$ cat src/hw/rtl/hts_pkg.sv
// shared constants, codes and types of the thermostat block
package hts_pkg;

    // history and tick
    localparam int HIST_DEPTH   = 5;
    localparam int TICK_SECONDS = 2;

    // field widths
    localparam int OP_W       = 2;
    localparam int RAW_W      = 14;
    localparam int TEMP_W     = 8;
    localparam int INTERVAL_W = 16;
    localparam int MSG_W      = 2;
    localparam int CFG_IDX_W  = 2;
    localparam int CFG_DATA_W = 16;

    // operation codes
    localparam logic [OP_W-1:0] OP_TICK   = 2'd0;
    localparam logic [OP_W-1:0] OP_BUTTON = 2'd1;
    localparam logic [OP_W-1:0] OP_START  = 2'd2;
    localparam logic [OP_W-1:0] OP_STOP   = 2'd3;

    // report codes
    localparam logic [MSG_W-1:0] MSG_NONE  = 2'd0;
    localparam logic [MSG_W-1:0] MSG_START = 2'd1;
    localparam logic [MSG_W-1:0] MSG_STOP  = 2'd2;

    // register indexes
    localparam logic [CFG_IDX_W-1:0] CFG_INTERVAL = 2'd0;
    localparam logic [CFG_IDX_W-1:0] CFG_TEMP_MIN = 2'd1;
    localparam logic [CFG_IDX_W-1:0] CFG_TEMP_OPT = 2'd2;
    localparam logic [CFG_IDX_W-1:0] CFG_TEMP_MAX = 2'd3;

    // register reset values
    localparam logic [INTERVAL_W-1:0] INTERVAL_RESET = 16'd60;
    localparam logic signed [TEMP_W-1:0] TEMP_MIN_RESET = 8'sd15;
    localparam logic signed [TEMP_W-1:0] TEMP_OPT_RESET = 8'sd19;
    localparam logic signed [TEMP_W-1:0] TEMP_MAX_RESET = 8'sd23;

    localparam logic [INTERVAL_W-1:0] TICK_STEP = INTERVAL_W'(TICK_SECONDS);

    // sensor conversion: ((raw / 10) - 396) / 10
    localparam int TEMP_OFFSET  = 396;
    localparam int DIV10_SHIFT  = 19;
    localparam int DIV10_MUL    = (2**DIV10_SHIFT + 9) / 10;
    localparam int DIV10_MUL_W  = 16;
    localparam int Q_W          = 11;
    localparam int DIFF_W       = Q_W + 1;
    localparam int Q_PROD_W     = RAW_W + DIV10_MUL_W;
    localparam int MAG_PROD_W   = Q_W + DIV10_MUL_W;

    // history average: sum / HIST_DEPTH by reciprocal
    localparam int SUM_W      = TEMP_W + $clog2(HIST_DEPTH);
    localparam int AVG_SHIFT  = 16;
    localparam int AVG_MUL    = (2**AVG_SHIFT + HIST_DEPTH - 1) / HIST_DEPTH;
    localparam int AVG_MUL_W  = 16;
    localparam int AVG_PROD_W = SUM_W + AVG_MUL_W;

    // converted word heading for the control stage
    typedef struct packed {
        logic [OP_W-1:0]          op;
        logic signed [TEMP_W-1:0] temp;
    } hts_item_t;

    // result word
    typedef struct packed {
        logic                     comfort;
        logic                     blue;
        logic                     cooling;
        logic [MSG_W-1:0]         msg;
        logic                     sampled;
        logic signed [TEMP_W-1:0] temp;
        logic signed [TEMP_W-1:0] avg;
    } hts_result_t;

endpackage

$ cat src/hw/rtl/hts_conv.sv
// input register and two-stage raw sensor word to degrees conversion
module hts_conv (
    input  logic                       clk,
    input  logic                       rst_n,
    input  logic                       in_valid,
    output logic                       in_ready,
    input  logic [hts_pkg::OP_W-1:0]   op,
    input  logic [hts_pkg::RAW_W-1:0]  raw_temp,
    output logic                       item_valid,
    input  logic                       item_ready,
    output hts_pkg::hts_item_t         item
);
    import hts_pkg::*;

    logic                   s0_valid_reg;
    logic [OP_W-1:0]        s0_op_reg;
    logic [RAW_W-1:0]       s0_raw_reg;
    logic                   s1_valid_reg;
    logic [OP_W-1:0]        s1_op_reg;
    logic [Q_W-1:0]         s1_q_reg;
    logic                   s2_valid_reg;
    hts_item_t              s2_item_reg;

    logic                   s0_ready;
    logic                   s1_ready;
    logic                   s2_ready;

    logic [Q_PROD_W-1:0]    q_prod;
    logic signed [DIFF_W-1:0] diff;
    logic [Q_W-1:0]         mag;
    logic [MAG_PROD_W-1:0]  mag_prod;
    logic [TEMP_W-2:0]      tq;
    logic signed [TEMP_W-1:0] temp_conv;

    // each stage moves when the one after it is empty or moving
    assign s2_ready = !s2_valid_reg || item_ready;
    assign s1_ready = !s1_valid_reg || s2_ready;
    assign s0_ready = !s0_valid_reg || s1_ready;
    assign in_ready = s0_ready;

    // raw / 10
    assign q_prod = Q_PROD_W'(s0_raw_reg) * Q_PROD_W'(DIV10_MUL);

    // (q - offset) / 10, truncated toward zero
    always_comb
    begin
        diff     = $signed({1'b0, s1_q_reg}) - DIFF_W'(TEMP_OFFSET);
        mag      = diff[DIFF_W-1] ? Q_W'(-diff) : Q_W'(diff);
        mag_prod = MAG_PROD_W'(mag) * MAG_PROD_W'(DIV10_MUL);
        tq       = mag_prod[DIV10_SHIFT +: TEMP_W-1];
        temp_conv = diff[DIFF_W-1] ? -$signed({1'b0, tq}) : $signed({1'b0, tq});
    end

    always_ff @(posedge clk or negedge rst_n)
    begin
        if (!rst_n)
        begin
            s0_valid_reg <= 1'b0;
            s1_valid_reg <= 1'b0;
            s2_valid_reg <= 1'b0;
        end
        else
        begin
            if (s0_ready)
            begin
                s0_valid_reg <= in_valid;
            end
            if (s1_ready)
            begin
                s1_valid_reg <= s0_valid_reg;
            end
            if (s2_ready)
            begin
                s2_valid_reg <= s1_valid_reg;
            end
        end
    end

    always_ff @(posedge clk)
    begin
        if (s0_ready)
        begin
            s0_op_reg  <= op;
            s0_raw_reg <= raw_temp;
        end
        if (s1_ready)
        begin
            s1_op_reg <= s0_op_reg;
            s1_q_reg  <= q_prod[DIV10_SHIFT +: Q_W];
        end
        if (s2_ready)
        begin
            s2_item_reg.op   <= s1_op_reg;
            s2_item_reg.temp <= temp_conv;
        end
    end

    assign item_valid = s2_valid_reg;
    assign item       = s2_item_reg;

endmodule

$ cat src/hw/rtl/hts_core.sv
// thermostat state, sample history, hysteresis decision and result register
module hts_core (
    input  logic                              clk,
    input  logic                              rst_n,
    input  logic                              item_valid,
    output logic                              item_ready,
    input  hts_pkg::hts_item_t                item,
    input  logic [hts_pkg::INTERVAL_W-1:0]    interval,
    input  logic signed [hts_pkg::TEMP_W-1:0] temp_min,
    input  logic signed [hts_pkg::TEMP_W-1:0] temp_opt,
    input  logic signed [hts_pkg::TEMP_W-1:0] temp_max,
    output logic                              out_valid,
    input  logic                              out_ready,
    output hts_pkg::hts_result_t              result
);
    import hts_pkg::*;

    logic                     comfort_reg;
    logic                     cooling_reg;
    logic                     blue_reg;
    logic [INTERVAL_W-1:0]    cd_reg;
    logic                     hist_valid_reg;
    logic signed [TEMP_W-1:0] hist_reg [HIST_DEPTH];
    logic                     out_valid_reg;
    hts_result_t              res_reg;

    logic                     comfort_next;
    logic                     cooling_next;
    logic                     blue_next;
    logic [INTERVAL_W-1:0]    cd_next;
    logic                     hist_valid_next;
    logic                     hist_load;
    logic                     hist_fill;
    hts_result_t              res_next;

    logic                     item_fire;
    logic                     due;
    logic [INTERVAL_W-1:0]    cd_loaded;
    logic signed [SUM_W-1:0]  sum;
    logic [SUM_W-1:0]         sum_mag;
    logic [AVG_PROD_W-1:0]    avg_prod;
    logic [TEMP_W-1:0]        avg_q;
    logic signed [TEMP_W-1:0] avg_div;
    logic signed [TEMP_W-1:0] avg;

    assign item_ready = !out_valid_reg || out_ready;
    assign item_fire  = item_valid && item_ready;

    // mean of the stored history, truncated toward zero
    always_comb
    begin
        sum = '0;
        for (int i = 0; i < HIST_DEPTH; i++)
        begin
            sum = sum + SUM_W'(hist_reg[i]);
        end
        sum_mag  = sum[SUM_W-1] ? SUM_W'(-sum) : SUM_W'(sum);
        avg_prod = AVG_PROD_W'(sum_mag) * AVG_PROD_W'(AVG_MUL);
        avg_q    = avg_prod[AVG_SHIFT +: TEMP_W];
        avg_div  = sum[SUM_W-1] ? -$signed(avg_q) : $signed(avg_q);
    end

    always_comb
    begin
        comfort_next    = comfort_reg;
        cooling_next    = cooling_reg;
        blue_next       = blue_reg;
        cd_next         = cd_reg;
        hist_valid_next = hist_valid_reg;
        hist_load       = 1'b0;
        hist_fill       = 1'b0;
        due             = cd_reg <= TICK_STEP;
        cd_loaded       = due ? interval : cd_reg;
        avg             = hist_valid_reg ? avg_div : item.temp;
        res_next.msg     = MSG_NONE;
        res_next.sampled = 1'b0;
        res_next.temp    = '0;
        res_next.avg     = '0;

        case (item.op)
            OP_BUTTON:
            begin
                if (!comfort_reg)
                begin
                    comfort_next = 1'b1;
                    cd_next      = '0;
                    res_next.msg = MSG_START;
                end
                else
                begin
                    comfort_next = 1'b0;
                    blue_next    = 1'b0;
                    res_next.msg = MSG_STOP;
                end
            end
            OP_START:
            begin
                if (!comfort_reg)
                begin
                    comfort_next = 1'b1;
                    cd_next      = '0;
                end
            end
            OP_STOP:
            begin
                comfort_next = 1'b0;
                blue_next    = 1'b0;
            end
            default:
            begin
                if (comfort_reg)
                begin
                    if (due)
                    begin
                        res_next.sampled = 1'b1;
                        res_next.temp    = item.temp;
                        res_next.avg     = avg;
                        hist_load        = 1'b1;
                        hist_fill        = !hist_valid_reg;
                        hist_valid_next  = 1'b1;
                        if (item.temp <= temp_min || avg < temp_opt)
                        begin
                            cooling_next = 1'b1;
                        end
                        else if (item.temp >= temp_max || avg > temp_opt)
                        begin
                            cooling_next = 1'b0;
                        end
                    end
                    blue_next = cooling_next ? !blue_reg : 1'b0;
                    cd_next   = (cd_loaded > TICK_STEP) ? cd_loaded - TICK_STEP : '0;
                end
            end
        endcase

        res_next.comfort = comfort_next;
        res_next.blue    = blue_next;
        res_next.cooling = cooling_next;
    end

    always_ff @(posedge clk or negedge rst_n)
    begin
        if (!rst_n)
        begin
            comfort_reg    <= 1'b0;
            cooling_reg    <= 1'b0;
            blue_reg       <= 1'b0;
            cd_reg         <= '0;
            hist_valid_reg <= 1'b0;
            out_valid_reg  <= 1'b0;
        end
        else
        begin
            if (item_fire)
            begin
                comfort_reg    <= comfort_next;
                cooling_reg    <= cooling_next;
                blue_reg       <= blue_next;
                cd_reg         <= cd_next;
                hist_valid_reg <= hist_valid_next;
                out_valid_reg  <= 1'b1;
            end
            else if (out_ready)
            begin
                out_valid_reg <= 1'b0;
            end
        end
    end

    // history shift line, filled with the first sample
    always_ff @(posedge clk)
    begin
        if (item_fire)
        begin
            res_reg <= res_next;
            if (hist_load)
            begin
                for (int i = 0; i < HIST_DEPTH; i++)
                begin
                    if (hist_fill || i == HIST_DEPTH - 1)
                    begin
                        hist_reg[i] <= item.temp;
                    end
                    else
                    begin
                        hist_reg[i] <= hist_reg[i+1];
                    end
                end
            end
        end
    end

    assign out_valid = out_valid_reg;
    assign result    = res_reg;

    a_blue_needs_cooling: assert property (@(posedge clk) disable iff (!rst_n)
        !cooling_reg |-> !blue_reg)
        else $error("blue led lit with cooling off");

    a_idle_tick_holds: assert property (@(posedge clk) disable iff (!rst_n)
        item_fire && item.op == OP_TICK && !comfort_reg
        |=> $stable(cooling_reg) && $stable(hist_valid_reg) && !res_reg.sampled)
        else $error("inactive tick changed state");

    a_history_fill: assert property (@(posedge clk) disable iff (!rst_n)
        $rose(hist_valid_reg) |-> $past(item_fire) && res_reg.sampled)
        else $error("history marked valid without a sample");

    a_result_follows: assert property (@(posedge clk) disable iff (!rst_n)
        item_fire |=> out_valid_reg)
        else $error("accepted word produced no result");

endmodule

$ cat src/hw/rtl/hysteresis_thermostat_moving_average.sv
// top level of the thermostat controller with moving-average hysteresis
//
// Thermostat controller. Each input word is a two-second tick, a button press,
// or a remote start or stop, and each gives exactly one result word carrying
// the comfort mode, the three LEDs, the cooling demand, a start or stop report
// (button presses only) and, on a tick that samples, the converted temperature
// and the history average that drove the decision. Throughput is one word per
// clock while out_ready is high, and each word passes through four registers:
// an input register, a stage for raw/10, a stage for the offset and second /10
// (each stage holds one reciprocal multiply), then the control stage whose
// state, five-entry history sum and divide by five settle into the result
// register. Because each stage has its own valid bit, in_ready drops only when
// all four registers hold words and out_ready is low. Registers are to be
// written through the cfg port only while the block is idle; the block does not
// enforce it. cfg_ready is always high. No clearing pass is needed after reset.
module hysteresis_thermostat_moving_average (
    input  logic                              clk,
    input  logic                              rst_n,
    // input words
    input  logic                              in_valid,
    output logic                              in_ready,
    input  logic [hts_pkg::OP_W-1:0]          op,
    input  logic [hts_pkg::RAW_W-1:0]         raw_temp,
    // result words
    output logic                              out_valid,
    input  logic                              out_ready,
    output logic                              comfort_on,
    output logic                              red_led,
    output logic                              green_led,
    output logic                              blue_led,
    output logic                              cooling_on,
    output logic [hts_pkg::MSG_W-1:0]         report_msg,
    output logic                              sample_taken,
    output logic signed [hts_pkg::TEMP_W-1:0] temperature,
    output logic signed [hts_pkg::TEMP_W-1:0] average_temp,
    // register writes
    input  logic                              cfg_valid,
    output logic                              cfg_ready,
    input  logic [hts_pkg::CFG_IDX_W-1:0]     cfg_index,
    input  logic [hts_pkg::CFG_DATA_W-1:0]    cfg_data
);
    import hts_pkg::*;

    // configuration registers
    logic [INTERVAL_W-1:0]    interval_reg;
    logic signed [TEMP_W-1:0] temp_min_reg;
    logic signed [TEMP_W-1:0] temp_opt_reg;
    logic signed [TEMP_W-1:0] temp_max_reg;

    // converted word between the conversion pipe and the control stage
    logic                     item_valid;
    logic                     item_ready;
    hts_item_t                item;
    hts_result_t              result;

    // writes never stall
    assign cfg_ready = 1'b1;

    always_ff @(posedge clk or negedge rst_n)
    begin
        if (!rst_n)
        begin
            interval_reg <= INTERVAL_RESET;
            temp_min_reg <= TEMP_MIN_RESET;
            temp_opt_reg <= TEMP_OPT_RESET;
            temp_max_reg <= TEMP_MAX_RESET;
        end
        else if (cfg_valid && cfg_ready)
        begin
            unique case (cfg_index)
                CFG_INTERVAL: interval_reg <= cfg_data[INTERVAL_W-1:0];
                CFG_TEMP_MIN: temp_min_reg <= $signed(cfg_data[TEMP_W-1:0]);
                CFG_TEMP_OPT: temp_opt_reg <= $signed(cfg_data[TEMP_W-1:0]);
                CFG_TEMP_MAX: temp_max_reg <= $signed(cfg_data[TEMP_W-1:0]);
                default:      interval_reg <= interval_reg;
            endcase
        end
    end

    // raw sensor word to degrees, state independent so it runs ahead
    hts_conv u_conv (
        .clk        (clk),
        .rst_n      (rst_n),
        .in_valid   (in_valid),
        .in_ready   (in_ready),
        .op         (op),
        .raw_temp   (raw_temp),
        .item_valid (item_valid),
        .item_ready (item_ready),
        .item       (item)
    );

    // countdown, history, hysteresis and the result register
    hts_core u_core (
        .clk        (clk),
        .rst_n      (rst_n),
        .item_valid (item_valid),
        .item_ready (item_ready),
        .item       (item),
        .interval   (interval_reg),
        .temp_min   (temp_min_reg),
        .temp_opt   (temp_opt_reg),
        .temp_max   (temp_max_reg),
        .out_valid  (out_valid),
        .out_ready  (out_ready),
        .result     (result)
    );

    // red shows inactive, green shows active
    assign comfort_on   = result.comfort;
    assign red_led      = !result.comfort;
    assign green_led    = result.comfort;
    assign blue_led     = result.blue;
    assign cooling_on   = result.cooling;
    assign report_msg   = result.msg;
    assign sample_taken = result.sampled;
    assign temperature  = result.temp;
    assign average_temp = result.avg;

endmodule

$ cat config.mk
export PLATFORM = sky130hd
export DESIGN_NAME = hysteresis_thermostat_moving_average
export DESIGN_NICKNAME = d
export VERILOG_FILES = /design/src/hw/rtl/hts_pkg.sv /design/src/hw/rtl/hts_conv.sv /design/src/hw/rtl/hts_core.sv /design/src/hw/rtl/hysteresis_thermostat_moving_average.sv
export SDC_FILE = /design/constraint.sdc
export NUM_CORES = 1
export LEC_CHECK = 0
export BUFFER_PORTS_ARGS = -buffer_cell sky130_fd_sc_hd__clkbuf_2
export CAP_MARGIN = 20
export CELL_PAD_IN_SITES_DETAIL_PLACEMENT = 0
export CELL_PAD_IN_SITES_GLOBAL_PLACEMENT = 1
export CORE_MARGIN = 3
export CORE_UTILIZATION = 40
export CTS_BUF_LIST = sky130_fd_sc_hd__clkbuf_4
export DETAILED_ROUTE_END_ITERATION = 16
export GPL_ROUTABILITY_DRIVEN = 0
export PLACE_DENSITY_LB_ADDON = 0.1
export SYNTH_ARGS = -nofsm -noshare
export SYNTH_HDL_FRONTEND = slang
export SYNTH_SLANG_ARGS = --single-unit
$ cat constraint.sdc
create_clock -name clk -period 14.9 [get_ports clk]
set_clock_uncertainty 0.15 [all_clocks]
set_input_delay 0.745 -clock clk [delete_from_list [all_inputs] [get_ports clk]]
set_output_delay 0.745 -clock clk [all_outputs]
set_load 0.1 [all_outputs]
==> results.toml, run 1 <==
[setup_path]
crit_slowest_cell = "fa_1"
slowest_delay_ns = 0.59
arrival_ns = 12.92
reg2reg_slack_ns = 2.19
cp_common_cell = "inv_1"
worstPathMaxFanout = 11
critPathKind = "reg2reg"
crit_path_end_kind = "register"
worstSetupStartpointType = "register"
required_ns = 15.11

[timing]
timing.slew.headroom = 0.336
maxSlewViolCount = 0
tns_ns = 0
hold_viol = 0
tightest_slew_ns = 0.996
grt_setup_unrepaired = "no"
clock.fmax_ghz = 0.0787
finalCritPeriodShare = 0.853
setup_violations = 0
min_period_ns = 12.71

[global_route]
grt_max_degree = 65
antenna_found_initial = 2
overflow = 0
grtUsageMet3 = 0.0254
use_met1 = 0.255
busiest_layer = "met2"
met2_usage = 0.306
grtUsageTotal = 0.180
grt_first_pass_wirelength_um = 64000
grt_pass1_vias = 11900

[synthesis]
syn_area_per_cell_sq_um = 10.1
syn-instance-count = 1694
netlist.area_leader.share = 0.210
synthArstFlopShare = 0.388
ys.flop_type = "edfxtp_1"
yosys.cell_types.count = 74
synth_warnings = 0
synth_nets = 2165
synth_seq_area_share = 0.271
netlist_area_sq_um = 17200
synth_largest_area_cell = "ha_1"
synth-seq-cells = 165
synth_most_common_cell = "inv_1"
synth-edff-count = 101
synth_commonest_cells = "333 x inv_1, 289 x ha_1, 143 x fa_1"
synthTopCellsByArea = "ha_1 21%, edfxtp_1 18%, fa_1 17%"

[cts]
cts_root_buffer = "clkbuf_4"
postCtsHoldBufs = 0
clock_sinks = 165
cts_setup_buffers = 0
numCtsBuffers = 17
cts_max_level = 4
clockBufferDepth = 2
cts_tree = "done"
clock_latency_ns = 0.58
post_cts_resized = 0
cts.clk_slew.worst_paths_ns = 0.15

[placement]
dpl.hpwl_um = 32300
post-place-cells = 2274
portBuffers = 64
place_area_sq_um = 18100

[drt]
totalWireLength_um = 39100
vias = 11700
avgViaCountPerCell = 5.06
ant_nets = 0
routedWlPerCell_um = 16.9
dr.pass1.iters = 5
initialDrtViolationCount = 680
drcViolationCount = 0

[worst_hold_path]
min_path_type = "in2reg"

[floorplan]
dieArea_sq_um = 45500
initial_utilization = 0.407
rows = 75
fp.dieH_um = 213
ioPinCount = 66
fp.dieW_um = 213
core_sq_um = 42200

[cells_and_area]
fin_area_sq_um = 18400
final_cells = 2307
layout-drive-gt1-share = 0.104
fin_nets = 2225
post-route-util = 0.435
area_growth_pct = 7.00
num-fill-cells = 4129
largest_reg_flops = 40

[status]
status = "complete, no violations"

[job]
drv_cap = 0
## worst paths after layout
kind | cells past startpoint | endpoint | startpoint
max reg2reg | 53 | u_core.result[20] | u_core.hist_reg[2][1]
min | 1 | u_conv.s0_raw_reg[1] | raw_temp[1]
max in group asynchronous | 2 | u_core.cd_reg[3] | rst_n
min in group asynchronous | 2 | temp_opt_reg[7] | rst_n
min reg2reg | 0 | u_conv.item[9] | u_conv.s1_op_reg[1]
max | 53 | u_core.result[20] | u_core.hist_reg[2][1]
## cells by family after synthesis
logic type | share of synthesized area
other cells | 0.000218
buf+inv | 0.0802
compound gates | 0.119
xor+xnor | 0.0367
mux | 0.0315
simple gates | 0.0850
flops | 0.271
fa+ha+maj | 0.377
## layout by cell type (no fill, tap or decap), types with 5 or more instances in the layout
| cell type | instances |
|---|---|
| inv_1 | 333 |
| ha_1 | 289 |
| fa_1 | 143 |
| edfxtp_1 | 101 |
| o21ai_0 | 94 |
| nor2_1 | 83 |
| a21oi_1 | 79 |
| nand2_1 | 63 |
| clkbuf_2 | 63 |
| xnor2_1 | 52 |
| dfrtp_1 | 49 |
| mux2_2 | 41 |
| a21o_1 | 30 |
| nor3_1 | 23 |
| xor2_1 | 20 |
| clkbuf_4 | 20 |
| and2_1 | 19 |
| nand3_1 | 18 |
| a31oi_1 | 17 |
| a211oi_1 | 15 |
| dfstp_2 | 15 |
| nand4_1 | 13 |
| nand2b_1 | 13 |
| o21a_1 | 12 |
| o21bai_1 | 9 |
| or2_2 | 8 |
| mux2i_1 | 8 |
| buf_4 | 8 |
| o211ai_1 | 7 |
| nor4_1 | 7 |
| nor2b_1 | 7 |
| and3_1 | 6 |
| or3_1 | 6 |
| o22ai_1 | 6 |
| nand3b_1 | 5 |
| a2111oi_0 | 5 |
## through the flow
step                hold WS (ns)  setup WS [ns]
floorplan                  0.250           3.79
finish                     0.184           2.19
CTS                        0.107           2.18
global placement           0.270           2.45
global route               0.106           1.06
detailed placement         0.261           2.20
## critical path, delay by kind of cell (launching register included)
kind,cells,cell delay [ns]
adder cells (fa/ha/maj),13,5.28
AO/OA/AOI/OAI,22,4.27
AND/OR/NAND/NOR,8,1.42
XOR/XNOR,2,0.52
buffers and inverters,8,0.49
flip-flops,1,0.35
## layout make-up
type / count / area, sq um / area share
Multi-Input combinational cell: 1165 / 11200 / 0.608
Antenna cell: 1 / 2.50 / 0.000136
Tap cell: 539 / 674 / 0.0367
Clock inverter: 12 / 105 / 0.00572
Clock buffer: 20 / 150 / 0.00816
Timing Repair Buffer: 72 / 380 / 0.0207
Inverter: 333 / 1250 / 0.0680
Sequential cell: 165 / 4650 / 0.253
## per-layer routing
layer  share of wire  up-vias
li1                -     5897
met1            0.49     5669
met2            0.48       87
met3           0.020       12
met4          0.0045        0
met5               0        -
Power of run 1 is left out: the tool's default activity adds up to more than one toggle a clock period on the data nets, which glitch-free logic cannot reach.
==> inputs of run 2 (changes only) <==
--- a/config.mk
+++ b/config.mk
@@ -9,12 +9,13 @@
 export CAP_MARGIN = 20
 export CELL_PAD_IN_SITES_DETAIL_PLACEMENT = 0
 export CELL_PAD_IN_SITES_GLOBAL_PLACEMENT = 1
-export CORE_MARGIN = 3
 export CORE_UTILIZATION = 40
 export CTS_BUF_LIST = sky130_fd_sc_hd__clkbuf_4
 export DETAILED_ROUTE_END_ITERATION = 16
 export GPL_ROUTABILITY_DRIVEN = 0
 export PLACE_DENSITY_LB_ADDON = 0.1
+export RECOVER_POWER = 25
+export SLEW_MARGIN = 15
 export SYNTH_ARGS = -nofsm -noshare
 export SYNTH_HDL_FRONTEND = slang
 export SYNTH_SLANG_ARGS = --single-unit
==> run 2 against run 1 <==
The flow now finishes with violations (capacitance limit, slew limit). Critical path depth stayed put. Via count is 0.57% higher. Routed wire length is 1.1% lower. Fmax is 1.7% higher. Non-clock buffer count is 1 higher. Global-route usage is 0.51 points higher. Cell count hardly changed. Worst hold slack worse by 0.030 ns. Critical path type unchanged. Largest cell class unchanged.
==> results.toml, run 2 (synthesis results as in run 1) <==
[timing]
grt_setup_unrepaired = "no"
setup_violations = 0
hold_ws_ns = 0.154
tns_ns = 0
timing.slew.headroom = -1.44
clock.fmax_ghz = 0.0800
min_period_ns = 12.50
hold_viol = 0
tightest_slew_ns = 3.66
finalCritPeriodShare = 0.839
maxSlewViolCount = 65

[status]
violations = "capacitance limit, slew limit"
status = "complete, but fails checks"

[floorplan]
fp.dieW_um = 209
fp.dieH_um = 209
dieArea_sq_um = 43800
ioPinCount = 66
rows = 75
core_sq_um = 42100
initial_utilization = 0.408

[global_route]
grt_first_pass_wirelength_um = 63800
overflow = 0
antenna_found_initial = 1
grtUsageTotal = 0.185
grt_pass1_vias = 12300
grt_max_degree = 65

[setup_path]
crit_slowest_cell = "fa_1"
required_ns = 15.14
worstPathMaxFanout = 11
arrival_ns = 12.74
cp_common_cell = "inv_1"
critPathKind = "reg2reg"
slowest_delay_ns = 0.58
worstSetupStartpointType = "register"
crit_path_end_kind = "register"

[placement]
portBuffers = 64
dpl.hpwl_um = 32100

[cts]
cts_root_buffer = "clkbuf_4"
clockBufferDepth = 2
post_cts_resized = 0
postCtsHoldBufs = 0
numCtsBuffers = 17
cts_tree = "done"
cts.clk_slew.worst_paths_ns = 0.15
clock_sinks = 165
cts_setup_buffers = 0
clock_latency_ns = 0.62
cts_max_level = 4

[drt]
routedWlPerCell_um = 16.7
wl_met1_um = 18900
vias = 11700
wl_met3_um = 827
wl_met2_um = 18400
totalWireLength_um = 38600
initialDrtViolationCount = 554
drcViolationCount = 0
dr.pass1.iters = 5
top_layer = "met4"
ant_nets = 0
avgViaCountPerCell = 5.08

[cells_and_area]
area_growth_pct = 7.34
layout-drive-gt1-share = 0.104
mostFrequentLayoutCells = "333 x inv_1, 289 x ha_1, 143 x fa_1"
fin_nets = 2226
final_common_cell = "inv_1"
largest_reg_flops = 40

[worst_hold_path]
min_path_type = "in2reg"

[job]
drv_cap = 1
-- run 2: cell types whose count changed in the layout (fill, tap and decap cells not counted), sizes merged --
cell	before	now
clkinv	5	3
inv	338	340
bufinv	1	3
clkbuf	83	82
-- run 2: area by class of cell --
class                           instances  area [sq um]
Fill cell                            4110         23700
Multi-Input combinational cell       1165         11200
Sequential cell                       165          4650
Inverter                              333          1250
Tap cell                              539           674
Timing Repair Buffer                   73           384
Clock inverter                         14           174
Clock buffer                           18           135
Antenna cell                            1          2.50
-- run 2: path summary, 6_finish.rpt --
kind / from / slack [ns] / end / depth (start not counted)
max reg2reg: u_core.hist_reg[2][1] / 2.40 / u_core.result[20] / 53
min in group asynchronous: rst_n / 1.32 / u_core.cd_reg[6] / 2
max in group asynchronous: rst_n / 11.23 / u_core.cd_reg[12] / 2
min: raw_temp[0] / 0.15 / u_conv.s0_raw_reg[0] / 1
min reg2reg: u_conv.s1_op_reg[1] / 0.30 / u_conv.item[9] / 0
max: u_core.hist_reg[2][1] / 2.40 / u_core.result[20] / 53
-- run 2: per-layer routing --
metal,vias to the layer above,GRT usage
li1,5896,-
met1,5686,0.253
met2,125,0.311
met3,25,0.0284
met4,0,0.0365
met5,-,0
-- run 2: critical path, delay by kind of cell (launching register included) --
kind,cells,cell delay [ns]
compound gates,22,4.07
xor+xnor,2,0.53
fa+ha+maj,13,5.26
buf+inv,8,0.48
flops,1,0.35
simple gates,8,1.42
-- run 2: per-stage QoR --
| step | cells | setup slack, ns | utilization | instance area, sq um |
|---|---|---|---|---|
| after floorplan | 1694 | 3.79 | - | 17200 |
| after global placement | 2275 | 2.60 | 0.430 | 18100 |
| after detailed placement | 2275 | 2.47 | 0.430 | 18100 |
| after CTS | 2307 | 2.44 | 0.438 | 18400 |
| after global routing | 2308 | 1.28 | 0.438 | 18400 |
| final | 2308 | 2.40 | 0.438 | 18400 |
Power of run 2 is left out for the same reason.
